<file path="config.mk">
export PLATFORM = sky130hd
export DESIGN_NAME = sbq_lane
export DESIGN_NICKNAME = d
export VERILOG_FILES = /design/src/design/sbq_pkg.sv /design/src/design/sbq_lane.sv
export SDC_FILE = /design/constraint.sdc
export NUM_CORES = 2
export LEC_CHECK = 0
export BUFFER_PORTS_ARGS = -buffer_cell sky130_fd_sc_hd__buf_2
export CORE_ASPECT_RATIO = 0.5
export CORE_MARGIN = 2
export CORE_UTILIZATION = 40
export CTS_CLUSTER_SIZE = 12
export DETAILED_ROUTE_END_ITERATION = 6
export PLACE_DENSITY = 0.6
export SYNTH_ARGS = -nofsm -noshare
export SYNTH_HDL_FRONTEND = slang
export SYNTH_SLANG_ARGS = --single-unit
</file>
<file path="constraint.sdc">
create_clock -name clk_i -period 8.2 [get_ports clk_i]
set_input_delay 1.64 -clock clk_i [delete_from_list [all_inputs] [get_ports clk_i]]
set_output_delay 1.64 -clock clk_i [all_outputs]
set_load 0.005 [all_outputs]
</file>
<file path="src/design/sbq_pkg.sv">
// shared types, constants and saturation helpers for the stereo biquad filter
`default_nettype none
package sbq_pkg;

  localparam int SAMPLE_WIDTH   = 16;
  localparam int COEF_WIDTH     = 24;
  localparam int COEF_FRAC_BITS = 20;
  localparam int STATE_WIDTH    = 32;
  localparam int STATE_FRAC     = STATE_WIDTH - SAMPLE_WIDTH - 4;

  // product of a coefficient and a state-width operand, accumulator with guard bits
  localparam int PROD_W = COEF_WIDTH + STATE_WIDTH;
  localparam int ACC_W  = PROD_W + 2;
  // accumulator after the coefficient shift, plus one bit for the delay add
  localparam int SUM_W  = ACC_W - COEF_FRAC_BITS + 1;
  localparam int SHR_W  = STATE_WIDTH - STATE_FRAC + 1;

  localparam int PADDR_W   = 5;
  localparam int REG_IDX_W = 3;

  localparam logic signed [ACC_W-1:0] ACC_HALF =
    ACC_W'(1) << (COEF_FRAC_BITS - 1);
  localparam logic signed [STATE_WIDTH:0] RND_HALF =
    (STATE_WIDTH + 1)'(1) << (STATE_FRAC - 1);

  localparam logic signed [STATE_WIDTH-1:0] STATE_MAX = {1'b0, {(STATE_WIDTH-1){1'b1}}};
  localparam logic signed [STATE_WIDTH-1:0] STATE_MIN = {1'b1, {(STATE_WIDTH-1){1'b0}}};
  localparam logic signed [SAMPLE_WIDTH-1:0] SAMPLE_MAX = {1'b0, {(SAMPLE_WIDTH-1){1'b1}}};
  localparam logic signed [SAMPLE_WIDTH-1:0] SAMPLE_MIN = {1'b1, {(SAMPLE_WIDTH-1){1'b0}}};

  localparam logic signed [COEF_WIDTH-1:0] COEF_ONE = COEF_WIDTH'(1) << COEF_FRAC_BITS;

  typedef enum logic [REG_IDX_W-1:0] {
    REG_ENABLE = 3'd0,
    REG_B0     = 3'd1,
    REG_B1     = 3'd2,
    REG_B2     = 3'd3,
    REG_A1     = 3'd4,
    REG_A2     = 3'd5
  } sbq_reg_e;

  typedef enum logic [2:0] {
    STEP_MUL_B0 = 3'd0,
    STEP_MUL_B1 = 3'd1,
    STEP_Y      = 3'd2,
    STEP_MUL_A1 = 3'd3,
    STEP_MUL_B2 = 3'd4,
    STEP_N1     = 3'd5,
    STEP_SUB_A2 = 3'd6,
    STEP_N2     = 3'd7
  } sbq_step_e;

  typedef enum logic [1:0] {
    ST_IDLE,
    ST_RUN,
    ST_DONE
  } sbq_state_e;

  typedef struct packed {
    logic signed [COEF_WIDTH-1:0] b0;
    logic signed [COEF_WIDTH-1:0] b1;
    logic signed [COEF_WIDTH-1:0] b2;
    logic signed [COEF_WIDTH-1:0] a1;
    logic signed [COEF_WIDTH-1:0] a2;
  } sbq_coef_t;

  typedef struct packed {
    logic      run;
    sbq_step_e step;
  } sbq_ctrl_t;

  function automatic logic signed [STATE_WIDTH-1:0] sat_state(
    input logic signed [SUM_W-1:0] v
  );
    logic fits;
    fits = (&v[SUM_W-1:STATE_WIDTH-1]) || !(|v[SUM_W-1:STATE_WIDTH-1]);
    if (fits) begin
      return v[STATE_WIDTH-1:0];
    end else if (v[SUM_W-1]) begin
      return STATE_MIN;
    end else begin
      return STATE_MAX;
    end
  endfunction

  // round half up by the state fraction, then clip to the sample range
  function automatic logic signed [SAMPLE_WIDTH-1:0] sat_sample(
    input logic signed [STATE_WIDTH-1:0] y
  );
    logic signed [STATE_WIDTH:0] r;
    logic signed [SHR_W-1:0]     s;
    logic                        fits;
    r = {y[STATE_WIDTH-1], y} + RND_HALF;
    s = r[STATE_WIDTH:STATE_FRAC];
    fits = (&s[SHR_W-1:SAMPLE_WIDTH-1]) || !(|s[SHR_W-1:SAMPLE_WIDTH-1]);
    if (fits) begin
      return s[SAMPLE_WIDTH-1:0];
    end else if (s[SHR_W-1]) begin
      return SAMPLE_MIN;
    end else begin
      return SAMPLE_MAX;
    end
  endfunction

endpackage
`default_nettype wire

</file>
<file path="src/design/sbq_lane.sv">
// one channel of the biquad: shared multiplier, accumulator and two delay registers
`default_nettype none
module sbq_lane
  import sbq_pkg::*;
(
  input  wire logic                           clk_i,
  input  wire logic                           rst_ni,
  input  wire sbq_ctrl_t                      ctrl_i,
  input  wire sbq_coef_t                      coef_i,
  input  wire logic signed [SAMPLE_WIDTH-1:0] x_i,
  output logic signed [SAMPLE_WIDTH-1:0]      sample_o
);

  logic signed [PROD_W-1:0]       prod_q;
  logic signed [ACC_W-1:0]        acc_q;
  logic signed [STATE_WIDTH-1:0]  y_q;
  logic signed [STATE_WIDTH-1:0]  d1_q;
  logic signed [STATE_WIDTH-1:0]  d2_q;
  logic signed [SAMPLE_WIDTH-1:0] sample_q;

  logic signed [COEF_WIDTH-1:0]   mul_coef;
  logic signed [STATE_WIDTH-1:0]  mul_opnd;
  logic signed [STATE_WIDTH-1:0]  x_ext;
  logic signed [ACC_W-1:0]        prod_ext;
  logic signed [ACC_W-1:0]        acc_start;
  logic signed [SUM_W-1:0]        acc_shr;

  assign x_ext = {{(STATE_WIDTH-SAMPLE_WIDTH){x_i[SAMPLE_WIDTH-1]}}, x_i};

  always_comb begin
    mul_opnd = x_ext;
    case (ctrl_i.step)
      STEP_MUL_B0: mul_coef = coef_i.b0;
      STEP_MUL_B1: mul_coef = coef_i.b1;
      STEP_MUL_A1: begin
        mul_coef = coef_i.a1;
        mul_opnd = y_q;
      end
      STEP_MUL_B2: mul_coef = coef_i.b2;
      STEP_N1: begin
        mul_coef = coef_i.a2;
        mul_opnd = y_q;
      end
      default:     mul_coef = coef_i.b0;
    endcase
  end

  // x terms are scaled up by the state fraction before accumulation
  assign prod_ext  = {{(ACC_W-PROD_W){prod_q[PROD_W-1]}}, prod_q};
  assign acc_start = (prod_ext <<< STATE_FRAC) + ACC_HALF;
  assign acc_shr   = {acc_q[ACC_W-1], acc_q[ACC_W-1:COEF_FRAC_BITS]};

  always_ff @(posedge clk_i) begin
    if (ctrl_i.run) begin
      prod_q <= mul_coef * mul_opnd;
      case (ctrl_i.step)
        STEP_MUL_B1: acc_q <= acc_start;
        STEP_Y: begin
          y_q   <= sat_state(acc_shr + SUM_W'(d1_q));
          acc_q <= acc_start;
        end
        STEP_MUL_B2: acc_q <= acc_q - prod_ext;
        STEP_N1:     acc_q <= acc_start;
        STEP_SUB_A2: acc_q <= acc_q - prod_ext;
        STEP_N2:     sample_q <= sat_sample(y_q);
        default: ;
      endcase
    end
  end

  always_ff @(posedge clk_i or negedge rst_ni) begin
    if (!rst_ni) begin
      d1_q <= '0;
      d2_q <= '0;
    end else if (ctrl_i.run) begin
      case (ctrl_i.step)
        STEP_N1: d1_q <= sat_state(acc_shr + SUM_W'(d2_q));
        STEP_N2: d2_q <= sat_state(acc_shr);
        default: ;
      endcase
    end
  end

  assign sample_o = sample_q;

endmodule
`default_nettype wire

</file>
==> impl_metrics.json <==
{
  "crit_path_top_delay_cell": "sky130_fd_sc_hd__fa_2",
  "timing.critical_path.mode_cell": "sky130_fd_sc_hd__fa_1",
  "failing_checks": "setup timing",
  "netlist-cell-type-count": 79,
  "final_replace_weighted_congestion": 1.02,
  "floorplan.initialDensity_pct": 40.4,
  "grt_usage_pct": 28.1,
  "max-slew-margin-rel_pct": 15.7,
  "drtAntennaViolNets": 0,
  "timing.critical_path.from_type": "primary input",
  "critical_path_class": "primary input to register",
  "initial_detailed_routing_violation_count": 3703,
  "layout-drive-gt1-share_pct": 19.5,
  "synth-seq-cells": 226,
  "ys_async_sr_fraction_pct": 28.3,
  "ys.warnings.count": 0,
  "drc_errors": 0,
  "drt-vias-per-instance": 5.38,
  "design.final.nets": 6840,
  "die-width_um": 476,
  "critical_path.n_buffers_inverters": 11,
  "final.setup.worst_slack_ns": -0.997,
  "finalWirelength_um": 159000,
  "final_hold_fails": 0,
  "period_minus_slack_ns": 9.20,
  "placeableCoreArea_mm2": 0.110,
  "antenna_violations_before_repair": 3,
  "postSynth.topFlopCell": "sky130_fd_sc_hd__edfxtp_1",
  "synth.top_cells.by_area": "sky130_fd_sc_hd__fa_1, sky130_fd_sc_hd__edfxtp_1, sky130_fd_sc_hd__ha_1",
  "synth_edf_count": 162,
  "final.fill_count": 10300,
  "clk-insertion-delay-late_ns": 0.59,
  "fin_clk_skew_ns": 0.0444,
  "postSynthAreaPerCell_um2": 8.78,
  "run_status": "complete, but fails checks",
  "cap_violations": 0,
  "cts_tree": "built",
  "max-clock-path-buffers": 3,
  "tritoncts_num_sinks": 226,
  "fin_hold_ws_ns": 0.540,
  "drt-wirelength-per-cell_um": 22.2,
  "detailed_place_hpwl_um": 133000,
  "synthDominantAreaCellType": "sky130_fd_sc_hd__fa_1",
  "maximum_single_stage_delay_on_the_critical_path_ns": 0.57,
  "number_of_global_route_vias_before_repair": 39400,
  "postSynthNetCount": 6281,
  "worst-endpoint-required_ns": 8.51,
  "cts-root-buf": "sky130_fd_sc_hd__clkbuf_16",
  "synth_area_mm2": 0.0445,
  "final_worst_path_period_share_pct": 112,
  "cp_data_arrival_time_ns": 9.51,
  "cts.reportedPaths.clkPinSlew_ns": 0.07,
  "worst-slew-pin-transition_ns": 1.26,
  "synthDominantCellAreaShare_pct": 35.3,
  "rsz0062_at_grt": "true",
  "critPathCaptureType": "register",
  "num_vias": 38400,
  "synth_sequential_area_ratio_pct": 14.5,
  "placedInstanceArea_mm2": 0.0514,
  "io_pins": 158,
  "die_area_mm2": 0.114,
  "htree_num_levels": 1,
  "placementRows": 86,
  "area_growth_syn_to_layout_pct": 22.1,
  "crit_family": "adder cells",
  "worst-path-max-fanout": 7,
  "synthCells": 5068,
  "min-delay-path-class": "register to register",
  "clock.fmax_ghz": 0.109,
  "slew_violations": 0,
  "dpl_worst_slack_ns": -1.83,
  "port_buffers": 157,
  "grt_max_degree": 68,
  "die_h_um": 240,
  "grt_pass1_wl_um": 243000,
  "tritoncts.num_buffers": 28,
  "final_core_utilization_pct": 49.3,
  "overflow": 0,
  "final-setup-viol-count": 27,
  "design_area_mm2": 0.0544,
  "drt_pass1_iterations": 6
}
## layout make-up
| class | instances | area (µm²) | area share (%) |
|---|---|---|---|
| Sequential cell | 226 | 6470 | 11.9 |
| Antenna cell | 2 | 5.00 | 0.00921 |
| Timing Repair Buffer | 775 | 6580 | 12.1 |
| Clock buffer | 34 | 776 | 1.43 |
| Tap cell | 1496 | 1870 | 3.44 |
| Inverter | 869 | 3260 | 6.00 |
| Clock inverter | 14 | 140 | 0.258 |
| Multi-Input combinational cell | 3727 | 35300 | 64.9 |
## worst register-to-register path, cell delays in order (launching register included)
cell                       delay, ns
sky130_fd_sc_hd__edfxtp_1       0.61
sky130_fd_sc_hd__mux2i_4        0.38
sky130_fd_sc_hd__nor2_1         0.13
sky130_fd_sc_hd__fa_1           0.53
sky130_fd_sc_hd__inv_1          0.05
sky130_fd_sc_hd__fa_1           0.51
sky130_fd_sc_hd__inv_2          0.06
sky130_fd_sc_hd__fa_1           0.50
sky130_fd_sc_hd__fa_1           0.56
sky130_fd_sc_hd__fa_1           0.43
sky130_fd_sc_hd__fa_1           0.49
sky130_fd_sc_hd__inv_1          0.05
sky130_fd_sc_hd__fa_1           0.50
sky130_fd_sc_hd__inv_2          0.05
sky130_fd_sc_hd__ha_4           0.21
sky130_fd_sc_hd__a21o_1         0.18
sky130_fd_sc_hd__a21o_1         0.15
sky130_fd_sc_hd__a21o_1         0.18
sky130_fd_sc_hd__a21o_1         0.17
sky130_fd_sc_hd__a221o_1        0.36
sky130_fd_sc_hd__a221oi_2       0.29
sky130_fd_sc_hd__buf_4          0.18
sky130_fd_sc_hd__a31oi_4        0.10
sky130_fd_sc_hd__a311o_1        0.40
sky130_fd_sc_hd__a221o_1        0.33
sky130_fd_sc_hd__buf_4          0.15
sky130_fd_sc_hd__xor2_1         0.13
## through the flow
step | TNS [ns] | std cells
2_1_floorplan | -12.37 | 5068
3_3_place_gp | -45.66 | 7011
3_5_place_dp | -46.96 | 7011
4_1_cts | -11.08 | 7116
5_1_grt | -21.65 | 7143
6_report | -14.32 | 7143
## layer usage
layer  share of wire, %  vias up  GRT usage [%]
met4                3.0        2           7.11
met1                 46    19400           41.7
met2                 42     1503           42.0
met3                9.1      224           5.25
li1                   -    17300              -
met5             0.0057        -              0
## registers in the layout, indices dropped and copies added (netlist names)
signal,flops
d2_q,32
prod_q,56
sample_o,16
acc_q,58
d1_q,32
y_q,32
## placed cells by master, fill, tap and decap left out, drive strengths merged, types with 7 or more instances in the layout
cell,count
inv,872
fa,786
buf,774
nand2,619
nor2,504
a21oi,318
ha,285
o21ai,180
edfxtp,162
xnor2,147
a21o,130
xor2,82
dfrtp,64
mux2i,64
nand4,53
nand3,53
nand2b,47
nor3,41
and2,41
o31ai,36
clkbuf,34
nor2b,33
o21a,32
o21bai,30
and3,27
or2,20
a31oi,20
a211oi,19
a22oi,16
o211ai,13
a221oi,8
clkinv,8
a211o,7
or3,7
a21boi,7
and4,7
a31o,7
a41oi,7
## synth_stat cells, types with 41 or more instances
library cell,instances
sky130_fd_sc_hd__a21o_1,130
sky130_fd_sc_hd__a21oi_1,317
sky130_fd_sc_hd__clkbuf_1,234
sky130_fd_sc_hd__dfrtp_1,64
sky130_fd_sc_hd__edfxtp_1,162
sky130_fd_sc_hd__fa_1,786
sky130_fd_sc_hd__ha_1,285
sky130_fd_sc_hd__inv_1,869
sky130_fd_sc_hd__mux2i_1,64
sky130_fd_sc_hd__nand2_1,619
sky130_fd_sc_hd__nand2b_1,47
sky130_fd_sc_hd__nand3_1,53
sky130_fd_sc_hd__nand4_1,53
sky130_fd_sc_hd__nor2_1,504
sky130_fd_sc_hd__nor3_1,41
sky130_fd_sc_hd__o21ai_0,165
sky130_fd_sc_hd__xnor2_1,147
sky130_fd_sc_hd__xor2_1,82
## what timing repair did
action | in CTS | in global routing
gates resized for setup | 184 | 111
buffers inserted | 52 | 29
pin swaps | 65 | 83
hold buffers | 0 | 0
cloned | 6 | 0
hold endpoints to repair | 0 | 0
endpoints found under the setup margin | 38 | 40
## cells by family (layout without fill, tap and decap cells)
| group | Yosys count | after routing | synth area share [%] |
|---|---|---|---|
| flip-flops | 226 | 226 | 14.5 |
| adder cells (fa/ha/maj) | 1071 | 1071 | 43.4 |
| XOR/XNOR | 229 | 229 | 4.50 |
| other | 0 | 2 | 0 |
| multiplexers | 69 | 69 | 1.57 |
| buffers and inverters | 1115 | 1692 | 9.45 |
| AO/OA/AOI/OAI | 885 | 885 | 12.4 |
| AND/OR/NAND/NOR | 1473 | 1473 | 14.2 |
## path summary, 6_finish.rpt
kind / start / end / slack (ns) / cells after the start
max: ctrl_i[2] / prod_q[50] / -1.0 / 34
min: d2_q[23] / d2_q[23] / 0.54 / 2
max reg2reg: y_q[12] / prod_q[50] / 0.30 / 26
min reg2reg: d2_q[23] / d2_q[23] / 0.54 / 2
max in group asynchronous: rst_ni / d2_q[5] / 6.37 / 2
min in group asynchronous: rst_ni / d2_q[31] / 1.22 / 2
Power is not shown: default switching activity piles up to over one toggle a cycle in this logic, so the estimate is an artifact.
