--- src/design/sbq_pkg.sv ---
// shared types, constants and saturation helpers for the stereo biquad filter
`default_nettype none
package sbq_pkg;

  localparam int SAMPLE_WIDTH   = 16;
  localparam int COEF_WIDTH     = 24;
  localparam int COEF_FRAC_BITS = 20;
  localparam int STATE_WIDTH    = 32;
  localparam int STATE_FRAC     = STATE_WIDTH - SAMPLE_WIDTH - 4;

  // product of a coefficient and a state-width operand, accumulator with guard bits
  localparam int PROD_W = COEF_WIDTH + STATE_WIDTH;
  localparam int ACC_W  = PROD_W + 2;
  // accumulator after the coefficient shift, plus one bit for the delay add
  localparam int SUM_W  = ACC_W - COEF_FRAC_BITS + 1;
  localparam int SHR_W  = STATE_WIDTH - STATE_FRAC + 1;

  localparam int PADDR_W   = 5;
  localparam int REG_IDX_W = 3;

  localparam logic signed [ACC_W-1:0] ACC_HALF =
    ACC_W'(1) << (COEF_FRAC_BITS - 1);
  localparam logic signed [STATE_WIDTH:0] RND_HALF =
    (STATE_WIDTH + 1)'(1) << (STATE_FRAC - 1);

  localparam logic signed [STATE_WIDTH-1:0] STATE_MAX = {1'b0, {(STATE_WIDTH-1){1'b1}}};
  localparam logic signed [STATE_WIDTH-1:0] STATE_MIN = {1'b1, {(STATE_WIDTH-1){1'b0}}};
  localparam logic signed [SAMPLE_WIDTH-1:0] SAMPLE_MAX = {1'b0, {(SAMPLE_WIDTH-1){1'b1}}};
  localparam logic signed [SAMPLE_WIDTH-1:0] SAMPLE_MIN = {1'b1, {(SAMPLE_WIDTH-1){1'b0}}};

  localparam logic signed [COEF_WIDTH-1:0] COEF_ONE = COEF_WIDTH'(1) << COEF_FRAC_BITS;

  typedef enum logic [REG_IDX_W-1:0] {
    REG_ENABLE = 3'd0,
    REG_B0     = 3'd1,
    REG_B1     = 3'd2,
    REG_B2     = 3'd3,
    REG_A1     = 3'd4,
    REG_A2     = 3'd5
  } sbq_reg_e;

  typedef enum logic [2:0] {
    STEP_MUL_B0 = 3'd0,
    STEP_MUL_B1 = 3'd1,
    STEP_Y      = 3'd2,
    STEP_MUL_A1 = 3'd3,
    STEP_MUL_B2 = 3'd4,
    STEP_N1     = 3'd5,
    STEP_SUB_A2 = 3'd6,
    STEP_N2     = 3'd7
  } sbq_step_e;

  typedef enum logic [1:0] {
    ST_IDLE,
    ST_RUN,
    ST_DONE
  } sbq_state_e;

  typedef struct packed {
    logic signed [COEF_WIDTH-1:0] b0;
    logic signed [COEF_WIDTH-1:0] b1;
    logic signed [COEF_WIDTH-1:0] b2;
    logic signed [COEF_WIDTH-1:0] a1;
    logic signed [COEF_WIDTH-1:0] a2;
  } sbq_coef_t;

  typedef struct packed {
    logic      run;
    sbq_step_e step;
  } sbq_ctrl_t;

  function automatic logic signed [STATE_WIDTH-1:0] sat_state(
    input logic signed [SUM_W-1:0] v
  );
    logic fits;
    fits = (&v[SUM_W-1:STATE_WIDTH-1]) || !(|v[SUM_W-1:STATE_WIDTH-1]);
    if (fits) begin
      return v[STATE_WIDTH-1:0];
    end else if (v[SUM_W-1]) begin
      return STATE_MIN;
    end else begin
      return STATE_MAX;
    end
  endfunction

  // round half up by the state fraction, then clip to the sample range
  function automatic logic signed [SAMPLE_WIDTH-1:0] sat_sample(
    input logic signed [STATE_WIDTH-1:0] y
  );
    logic signed [STATE_WIDTH:0] r;
    logic signed [SHR_W-1:0]     s;
    logic                        fits;
    r = {y[STATE_WIDTH-1], y} + RND_HALF;
    s = r[STATE_WIDTH:STATE_FRAC];
    fits = (&s[SHR_W-1:SAMPLE_WIDTH-1]) || !(|s[SHR_W-1:SAMPLE_WIDTH-1]);
    if (fits) begin
      return s[SAMPLE_WIDTH-1:0];
    end else if (s[SHR_W-1]) begin
      return SAMPLE_MIN;
    end else begin
      return SAMPLE_MAX;
    end
  endfunction

endpackage
`default_nettype wire

--- src/design/sbq_cfg.sv ---
// configuration registers behind the apb port: enable flag and five coefficients
`default_nettype none
module sbq_cfg
  import sbq_pkg::*;
(
  input  wire logic               clk_i,
  input  wire logic               rst_ni,
  input  wire logic               psel,
  input  wire logic               penable,
  input  wire logic               pwrite,
  input  wire logic [PADDR_W-1:0] paddr,
  input  wire logic [31:0]        pwdata,
  output logic      [31:0]        prdata,
  output logic                    pready,
  output logic                    enable_o,
  output sbq_coef_t               coef_o
);

  logic      enable_q;
  sbq_coef_t coef_q;
  logic      wr_en;
  sbq_reg_e  idx;

  assign idx    = sbq_reg_e'(paddr[PADDR_W-1:2]);
  assign wr_en  = psel && penable && pwrite;
  assign pready = 1'b1;

  always_ff @(posedge clk_i or negedge rst_ni) begin
    if (!rst_ni) begin
      enable_q  <= 1'b0;
      coef_q.b0 <= COEF_ONE;
      coef_q.b1 <= '0;
      coef_q.b2 <= '0;
      coef_q.a1 <= '0;
      coef_q.a2 <= '0;
    end else if (wr_en) begin
      case (idx)
        REG_ENABLE: enable_q  <= pwdata[0];
        REG_B0:     coef_q.b0 <= pwdata[COEF_WIDTH-1:0];
        REG_B1:     coef_q.b1 <= pwdata[COEF_WIDTH-1:0];
        REG_B2:     coef_q.b2 <= pwdata[COEF_WIDTH-1:0];
        REG_A1:     coef_q.a1 <= pwdata[COEF_WIDTH-1:0];
        REG_A2:     coef_q.a2 <= pwdata[COEF_WIDTH-1:0];
        default: ;
      endcase
    end
  end

  always_comb begin
    case (idx)
      REG_ENABLE: prdata = {31'd0, enable_q};
      REG_B0:     prdata = {{(32-COEF_WIDTH){1'b0}}, coef_q.b0};
      REG_B1:     prdata = {{(32-COEF_WIDTH){1'b0}}, coef_q.b1};
      REG_B2:     prdata = {{(32-COEF_WIDTH){1'b0}}, coef_q.b2};
      REG_A1:     prdata = {{(32-COEF_WIDTH){1'b0}}, coef_q.a1};
      REG_A2:     prdata = {{(32-COEF_WIDTH){1'b0}}, coef_q.a2};
      default:    prdata = 32'd0;
    endcase
  end

  assign enable_o = enable_q;
  assign coef_o   = coef_q;

endmodule
`default_nettype wire

--- config.mk ---
export PLATFORM = sky130hd
export DESIGN_NAME = sbq_cfg
export DESIGN_NICKNAME = d
export VERILOG_FILES = /design/src/design/sbq_pkg.sv /design/src/design/sbq_cfg.sv
export SDC_FILE = /design/constraint.sdc
export NUM_CORES = 1
export LEC_CHECK = 0
export BUFFER_PORTS_ARGS = -buffer_cell sky130_fd_sc_hd__clkbuf_2
export CAP_MARGIN = 20
export CORE_MARGIN = 2
export CORE_UTILIZATION = 45
export DETAILED_ROUTE_END_ITERATION = 12
export PLACE_DENSITY = 0.73
export SLEW_MARGIN = 10
export SYNTH_ARGS = -nofsm -noshare
export SYNTH_HDL_FRONTEND = slang
export SYNTH_SLANG_ARGS = --single-unit
export TNS_END_PERCENT = 30
--- constraint.sdc ---
create_clock -name clk_i -period 4.26 [get_ports clk_i]
set_clock_uncertainty 0.1 [all_clocks]
set_input_delay 0.852 -clock clk_i [delete_from_list [all_inputs] [get_ports clk_i]]
set_output_delay 0.852 -clock clk_i [all_outputs]
set_load 0.01 [all_outputs]
==> impl_metrics.ini, run 1 <==
[power_and_ir_drop]
finalPower_mw = 3.90
max-vdd-ir-drop_mv = 0.328
power.density_nw_per_um2 = 549
total_leakage_power_nw = 3.55

[grt]
grt_use_total = 0.233
first_global_vias = 3986
grt_antenna_before_repair = 0
global_route.overflow_total = 0
maximum_number_of_pins_on_one_net_before_global_route_repair = 71
grt_first_pass_wirelength_mm = 22.6

[final_layout]
final_net_count = 589
filler_cell_count = 954
finish.cell_count_without_fillers = 707
syn_to_final_growth_pct = 30.2
fin_area_um2 = 7110
utilization = 0.597
drive_gt1_frac = 0.614
diodes = 0

[timing]
final_worst_path_period_need_ps = 3460
finalMaxSlewViolations = 0
fmax_mhz = 289
tightest_slew_ps = 876
unrepaired_setup_endpoints_after_global_routing = false
slew_headroom = 0.415
final_hold_viol_count = 0
whs_ps = 372
report.final.setup_viol = 0
final.setup.tns_ps = 0
fin_crit_sh = 0.813
postLayoutSetupSlackWorst_ps = 796

[clocking]
cts_tree = built
clkLatencyLatePin_ps = 410
post_cts_hold_buffer_count = 0
post-cts-setup-buffers = 0
cts_sinks = 121
cts_inserted_buffers = 17
cts_root_buffer = clkbuf_16
htree_levels = 4
clk_pin_slew_ps = 50
cts_max_path_buffers = 2
post_cts_resized = 0

[die]
floorplan.die.height_um = 114
num_rows = 40
floorplan.die_area_um2 = 13000
die_width_um = 114
ios = 196
initial_utilization = 0.458
design.core.area_um2 = 11900

[outcome]
run_status = completed

[placement]
port_buffers = 176
place.gp.congestion = 0.806
dp.cells = 675
preCtsSetupSlack_ps = 822
detailedPlacementHpwl_mm = 9.57
placedInstanceArea_um2 = 6470

[critical_path]
endpoint_kind = primary output
rr_endpoint = coef_o[44]
timing.rr.start = coef_o[44]
rrSetupSlack_ps = 3350
worst_setup_path_start_kind = input pin
critical_path_fanouts_max = 13
setup.worst_path.class = in2out
ff2ff_path_depth = 1
crit_required_ps = 3310
timing.critical_path.arrival_ps = 2510

[synthesis]
synth_enable_flop_cells = 0
synthCells = 367
synth_seq_cells = 121
synth.lib_cells_used.distinct = 26
ys.flop_type = dfrtp_1
synthesis.yosys.warnings = 0
synth_area_um2 = 5460
syn_area_per_cell_um2 = 14.9
asyncSetResetFlopFracSynth = 1.00
ys_seq_area_frac = 0.555

[drt]
number_of_drc_violations_after_detailed_routing_iteration_0 = 224
first_pass_iters = 4
route.final.wire_length_mm = 14.4
avgViaCountPerCell = 5.51
wl_per_cell_um = 20.3
route.vias.total = 3895
drt_drc_violations_left = 0
antenna_violating_nets_post_route = 0

[min_path]
min_delay_path_class = in2async

[job]
max_cap_violations = 0
## layout make-up
type / instances / area (µm²) / share of cell area
timing repair buffer: 188 / 1010 / 0.142
clock buffer: 24 / 492 / 0.0692
tap: 147 / 184 / 0.0259
clock inverter: 8 / 140 / 0.0197
sequential: 121 / 3030 / 0.426
multi-input combinational: 219 / 2250 / 0.317
## state kept, by name, summed over array words and instances, names as in the netlist
signal / cells
enable_o: 1
coef_o: 120
## worst max-delay path, stage by stage
cell	delay (ps)
clkbuf_2	250
nor3b_4	610
buf_4	350
o2bb2ai_1	160
a221o_1	140
clkbuf_2	130
## how the worst max path moves through the flow
| stage | from | end | slack [ps] |
|---|---|---|---|
| after floorplan | paddr[4] | prdata[10] | 1380 |
| final | paddr[3] | prdata[12] | 800 |
| after global placement | paddr[3] | prdata[14] | 850 |
| after global routing | paddr[3] | prdata[8] | 690 |
| after detailed placement | paddr[3] | prdata[7] | 820 |
| after CTS | paddr[3] | prdata[12] | 790 |
## placed cells by master (no fill, tap or decap), types with 2 or more instances in the layout
cell       count
clkbuf_2     175
conb_1         9
clkinv_2       4
a221o_1       22
mux2_2       117
mux2i_1       24
buf_4         10
clkbuf_8       4
bufinv_16      4
nor2_2         2
clkbuf_1       3
buf_12         3
nand2_1        2
nor2_4         2
dfrtp_1      120
clkbuf_16     17
nand2b_1       3
o2bb2ai_1     22
mux2_1         4
nor3b_4        2
## logic make-up (layout without fill, tap and decap cells)
group / count (synthesis) / after routing / share of synthesized area
muxes: 146 / 146 / 0.298
DFF: 121 / 121 / 0.555
AOI/OAI and AO/OA: 47 / 47 / 0.0795
buffers and inverters: 34 / 220 / 0.0401
and+or+nand+nor: 17 / 17 / 0.0266
other: 2 / 9 / 0.00138
## layer usage
| metal | vias to the layer above | share of wire | GRT usage | wire, µm |
|---|---|---|---|---|
| li1 | 1726 | - | - | - |
| met1 | 2003 | 0.42 | 0.295 | 6100 |
| met2 | 148 | 0.48 | 0.365 | 6920 |
| met3 | 18 | 0.079 | 0.0879 | 1130 |
| met4 | 0 | 0.016 | 0.0878 | 234 |
| met5 | - | 0 | 0 | 0 |
## report_power, final
group	leakage (nW)	total (mW)	internal [mW]	switching [mW]
Clock	0.314	1.53	1.04	0.489
Sequential	1.54	1.56	1.38	0.182
Combinational	1.69	0.812	0.407	0.406
## synth_stat cells, types with 2 or more instances
cell	instances	area (µm²)
o2bb2ai_1	22	193
conb_1	2	7.51
mux2_1	4	45.0
nor3b_2	2	25.0
mux2i_1	24	240
nor2_4	2	22.5
mux2_2	117	1320
buf_4	22	165
clkbuf_1	5	18.8
nand2_1	2	7.51
buf_2	7	35.0
dfrtp_1	120	3000
nor2_2	2	12.5
a221o_1	22	220
nand2b_1	3	18.8
No activity file was read; power rests on OpenSTA's default activity.
==> run 2, diff against run 1 <==
--- a/config.mk
+++ b/config.mk
@@ -10,7 +10,7 @@
 export CORE_MARGIN = 2
 export CORE_UTILIZATION = 45
 export DETAILED_ROUTE_END_ITERATION = 12
-export PLACE_DENSITY = 0.73
+export PLACE_DENSITY = 0.76
 export SLEW_MARGIN = 10
 export SYNTH_ARGS = -nofsm -noshare
 export SYNTH_HDL_FRONTEND = slang
==> constraint.sdc (replaced) <==
create_clock -name clk_i -period 3 [get_ports clk_i]
set_clock_uncertainty 0.1 [all_clocks]
set_input_delay 0.6 -clock clk_i [delete_from_list [all_inputs] [get_ports clk_i]]
set_output_delay 0.6 -clock clk_i [all_outputs]
set_load 0.01 [all_outputs]
==> run 2 against run 1 <==
Hold slack got worse by 330 ps. Die area did not move. Sequential power rose by 42%. Non-clock buffer count rose by 10. Clock power rose by 37%. Critical path type unchanged. Largest cell class unchanged.
==> impl_metrics.ini, run 2 (synthesized netlist as in run 1, its figures left out) <==
[outcome]
run_status = completed

[power_and_ir_drop]
power.density_nw_per_um2 = 766
max-vdd-ir-drop_mv = 0.434
finalPower_mw = 5.48
total_leakage_power_nw = 3.58

[clocking]
cts_tree = built
cts_max_path_buffers = 2
post-cts-setup-buffers = 0
clkLatencyLatePin_ps = 410
htree_levels = 4
cts_sinks = 121
cts_root_buffer = clkbuf_16
cts_inserted_buffers = 17
post_cts_hold_buffer_count = 0
post_cts_resized = 0
clk_pin_slew_ps = 50

[critical_path]
setup.worst_path.class = in2out
crit_required_ps = 2300
worst_setup_path_startpoint = paddr[2]
slowest_stage = buf_4
critical_path_fanouts_max = 11
rr_endpoint = coef_o[64]
timing.critical_path.cells = clkbuf_2 > buf_4 > mux2i_1 > o2bb2ai_1 > a221o_1 > clkbuf_2
timing.critical_path.arrival_ps = 1930
timing.rr.start = coef_o[64]
worst_setup_path_start_kind = input pin
ff2ff_path_depth = 1
crit_top_cell = clkbuf_2
rrSetupSlack_ps = 2080
cp_delay_by_family_top = buffers and inverters
endpoint_kind = primary output
critical_path_buf_inv_count = 3
cpPeakStageDelay_ps = 330

[timing]
unrepaired_setup_endpoints_after_global_routing = false
report.final.setup_viol = 0
final_hold_viol_count = 0
finalMaxSlewViolations = 0
final_worst_path_period_need_ps = 2630
final.setup.tns_ps = 0
whs_ps = 42.9
fin_crit_sh = 0.875
fmax_mhz = 381

[placement]
port_buffers = 176
detailedPlacementHpwl_mm = 10.0
place.gp.congestion = 0.790

[job]
max_cap_violations = 0

[final_layout]
syn_to_final_growth_pct = 30.9
mostFrequentLayoutCells = clkbuf_2 (175), dfrtp_1 (120), mux2_2 (117)
drive_gt1_frac = 0.618
layout.cells.most_common = clkbuf_2
final_net_count = 599
largest_register_ff_count = 120
diodes = 0

[drt]
antenna_violating_nets_post_route = 0
drt_drc_violations_left = 0
wl_per_cell_um = 20.7
avgViaCountPerCell = 5.48
number_of_drc_violations_after_detailed_routing_iteration_0 = 157
route.final.wire_length_mm = 14.8
route.vias.total = 3932
first_pass_iters = 4

[grt]
grt_use_total = 0.237
grt_antenna_before_repair = 0
first_global_vias = 4156
maximum_number_of_pins_on_one_net_before_global_route_repair = 51
global_route.overflow_total = 0
grt_first_pass_wirelength_mm = 23.1

[die]
die_width_um = 114
floorplan.die.height_um = 114
initial_utilization = 0.458
ios = 196
design.core.area_um2 = 11900
num_rows = 40
floorplan.die_area_um2 = 13000

[min_path]
min_delay_path_class = in2async
==> run 2: cell count changes in the layout (fill, tap and decap cells not counted), sizes merged <==
cell / delta
clkbuf: -1
clkinvlp: +1
buf: +10
==> run 2: layout make-up <==
class | count | area [µm²]
fill | 946 | 4760
clock buffer | 23 | 458
timing repair buffer | 198 | 1070
clock inverter | 9 | 148
multi-input combinational | 219 | 2260
sequential | 121 | 3030
tap | 147 | 184
==> run 2: worst max path at each step <==
stage | depth (start not counted) | to | slack [ps]
floorplan | 5 | prdata[10] | 630
global placement | 6 | prdata[22] | 390
detailed placement | 6 | prdata[22] | 380
global route | 6 | prdata[22] | 280
CTS | 6 | prdata[22] | 380
finish | 6 | prdata[22] | 370
==> run 2: power by group <==
| group | switching [mW] | internal (mW) | leakage (nW) |
|---|---|---|---|
| logic | 0.580 | 0.582 | 1.74 |
| registers | 0.265 | 1.96 | 1.54 |
| clock network | 0.688 | 1.40 | 0.295 |
| total | 1.53 | 3.94 | 3.58 |
==> run 2: metrics by stage <==
step	setup slack [ps]	utilization	area, µm²	std cells
5_1_grt	278	0.600	7150	717
2_1_floorplan	626	-	5490	374
3_3_place_gp	393	0.549	6540	685
4_1_cts	383	0.600	7150	717
3_5_place_dp	381	0.549	6540	685
6_report	374	0.600	7150	717
==> run 2: metal layers <==
| layer | GRT usage | share of wire | vias up |
|---|---|---|---|
| met5 | 0 | 0 | - |
| met4 | 0.0748 | 0.014 | 0 |
| met3 | 0.0783 | 0.070 | 21 |
| met2 | 0.400 | 0.50 | 161 |
| met1 | 0.289 | 0.42 | 1997 |
| li1 | - | - | 1753 |
==> run 3, diff against run 2 <==
--- a/config.mk
+++ b/config.mk
@@ -9,8 +9,9 @@
 export CAP_MARGIN = 20
 export CORE_MARGIN = 2
 export CORE_UTILIZATION = 45
+export CTS_BUF_LIST = sky130_fd_sc_hd__clkbuf_16
 export DETAILED_ROUTE_END_ITERATION = 12
-export PLACE_DENSITY = 0.76
+export PLACE_DENSITY = 0.73
 export SLEW_MARGIN = 10
 export SYNTH_ARGS = -nofsm -noshare
 export SYNTH_HDL_FRONTEND = slang
==> constraint.sdc (replaced) <==
create_clock -name clk_i -period 2.57 [get_ports clk_i]
set_clock_uncertainty 0.1 [all_clocks]
set_input_delay 0.514 -clock clk_i [delete_from_list [all_inputs] [get_ports clk_i]]
set_output_delay 0.514 -clock clk_i [all_outputs]
set_load 0.01 [all_outputs]
==> run 3 against run 2 <==
Register-to-register slack worse by 410 ps. Non-clock buffer count rose by 1. First-iteration DRC count is 0.64% lower. Hold slack lost 24 ps. Total power grew 12%. Critical path type unchanged. Largest power group unchanged.
==> impl_metrics.ini, run 3 (synthesized netlist as in run 1, its figures left out) <==
[final_layout]
mostFrequentLayoutCells = clkbuf_2 (175), dfrtp_1 (120), mux2_2 (117)
filler_cell_count = 954
drive_gt1_frac = 0.613
layout.cells.most_common = clkbuf_2
final_net_count = 600
largest_register_ff_count = 120
syn_to_final_growth_pct = 30.0
area_occupied_by_multi_input_gates_um2 = 2250
ff_latch_area_um2 = 3030
utilization = 0.596
diodes = 0

[timing]
fin_crit_sh = 0.934
slew_headroom = 0.619
unrepaired_setup_endpoints_after_global_routing = false
final_hold_viol_count = 0
report.final.setup_viol = 0
fmax_mhz = 417
final_worst_path_period_need_ps = 2400
final.setup.tns_ps = 0
finalMaxSlewViolations = 0
tightest_slew_ps = 572

[power_and_ir_drop]
design_internal_power_mw = 4.36
max-vdd-ir-drop_mv = 0.532
relative_contribution_of_the_clock_network_to_total_power = 0.356
p_switching_mw = 1.78
power.switching_fraction = 0.290
total_leakage_power_nw = 3.57
comb_power_share = 0.222
sequentialPowerShare = 0.422
power.density_nw_per_um2 = 864

[critical_path]
timing.critical_path.arrival_ps = 1790
worst_setup_path_startpoint = paddr[2]
cpPeakStageDelay_ps = 250
timing.critical_path.cells = clkbuf_2 > buf_12 > nor3b_4 > buf_4 > o2bb2ai_1 > a221o_1 > clkbuf_2
critical_path_buf_inv_count = 4
setup.worst_path.class = in2out
timing.rr.start = coef_o[70]
cp_delay_by_family_top = buffers and inverters
slowest_stage = buf_4
crit_top_cell = clkbuf_2
endpoint_kind = primary output
critical_path_fanouts_max = 12
crit_required_ps = 1960
worst_setup_path_start_kind = input pin

[clocking]
post_cts_resized = 0
cts_inserted_buffers = 17
cts_tree = built
cts_root_buffer = clkbuf_16
htree_levels = 4
post-cts-setup-buffers = 0
clk_pin_slew_ps = 50
post_cts_hold_buffer_count = 0
cts_sinks = 121
cts_max_path_buffers = 2
clkLatencyLatePin_ps = 410

[drt]
wl_per_cell_um = 20.5
number_of_drc_violations_after_detailed_routing_iteration_0 = 156
drt_drc_violations_left = 0
detailroute.wirelength.met2_mm = 6.97
route.vias.total = 3880
route.final.wire_length_mm = 14.7
wl_met1_mm = 6.31
wl_met3_mm = 1.18
avgViaCountPerCell = 5.40
highest_metal_layer_with_signal_wires = met4
antenna_violating_nets_post_route = 0
first_pass_iters = 4

[grt]
grt_antenna_before_repair = 0
first_global_vias = 4105
grt_first_pass_wirelength_mm = 23.1
maximum_number_of_pins_on_one_net_before_global_route_repair = 77
grt_use_total = 0.236
global_route.overflow_total = 0

[die]
ios = 196
num_rows = 40
die_width_um = 114
floorplan.die_area_um2 = 13000
initial_utilization = 0.458
floorplan.die.height_um = 114
design.core.area_um2 = 11900

[outcome]
run_status = completed

[placement]
place.gp.congestion = 0.826
detailedPlacementHpwl_mm = 10.1
port_buffers = 176

[job]
max_cap_violations = 0

[min_path]
min_delay_path_class = in2async
-- run 3: changes by cell type in the layout (fill, tap and decap cells not counted), moves of 2 or more --
cell,previous run,this run
bufinv_16,4,2
clkbuf_1,5,0
inv_1,0,2
clkinv_1,0,6
-- run 3: power groups by stage --
stage	Sequential, mW	Combinational [mW]	Clock (mW)
2_1_floorplan	2.74	0.555	0
3_3_place_gp	2.58	1.34	0
3_5_place_dp	2.61	1.37	0
4_1_cts	2.59	1.38	2.23
5_1_grt	2.64	1.48	2.34
6_report	2.59	1.36	2.19
-- run 3: area by class of cell --
| class | instances | area share |
|---|---|---|
| flip-flops and latches | 121 | 0.427 |
| clock inverters | 15 | 0.0166 |
| well taps | 147 | 0.0259 |
| clock buffers | 17 | 0.0599 |
| multi-input cells | 219 | 0.317 |
| repair buffers | 199 | 0.154 |
-- run 3: final timing paths --
| check | end | slack (ps) | depth (start not counted) |
|---|---|---|---|
| worst min-delay path | coef_o[80] | 20 | 2 |
| min in group clk_i | coef_o[66] | 290 | 2 |
| worst min register to register | coef_o[64] | 420 | 1 |
| worst max register to register | coef_o[70] | 1670 | 1 |
| worst max-delay path | prdata[14] | 170 | 7 |
| max in group asynchronous | coef_o[45] | 1860 | 2 |
-- run 3: layer usage --
metal / up-vias / GRT usage
met4: 0 / 0.0756
met5: - / 0
met3: 22 / 0.0958
met1: 1955 / 0.290
met2: 147 / 0.383
li1: 1756 / -
-- run 3: per-stage QoR --
step | total power, mW | hold slack [ps] | cells | area [µm²] | setup slack, ps
after CTS | 6.20 | 35.6 | 718 | 7100 | 166
after floorplan | 3.29 | 118 | 374 | 5490 | 368
after detailed placement | 3.99 | 407 | 686 | 6560 | 176
final | 6.13 | 18.4 | 718 | 7100 | 169
after global placement | 3.92 | 394 | 686 | 6560 | 207
after global routing | 6.45 | 36.2 | 718 | 7100 | 106
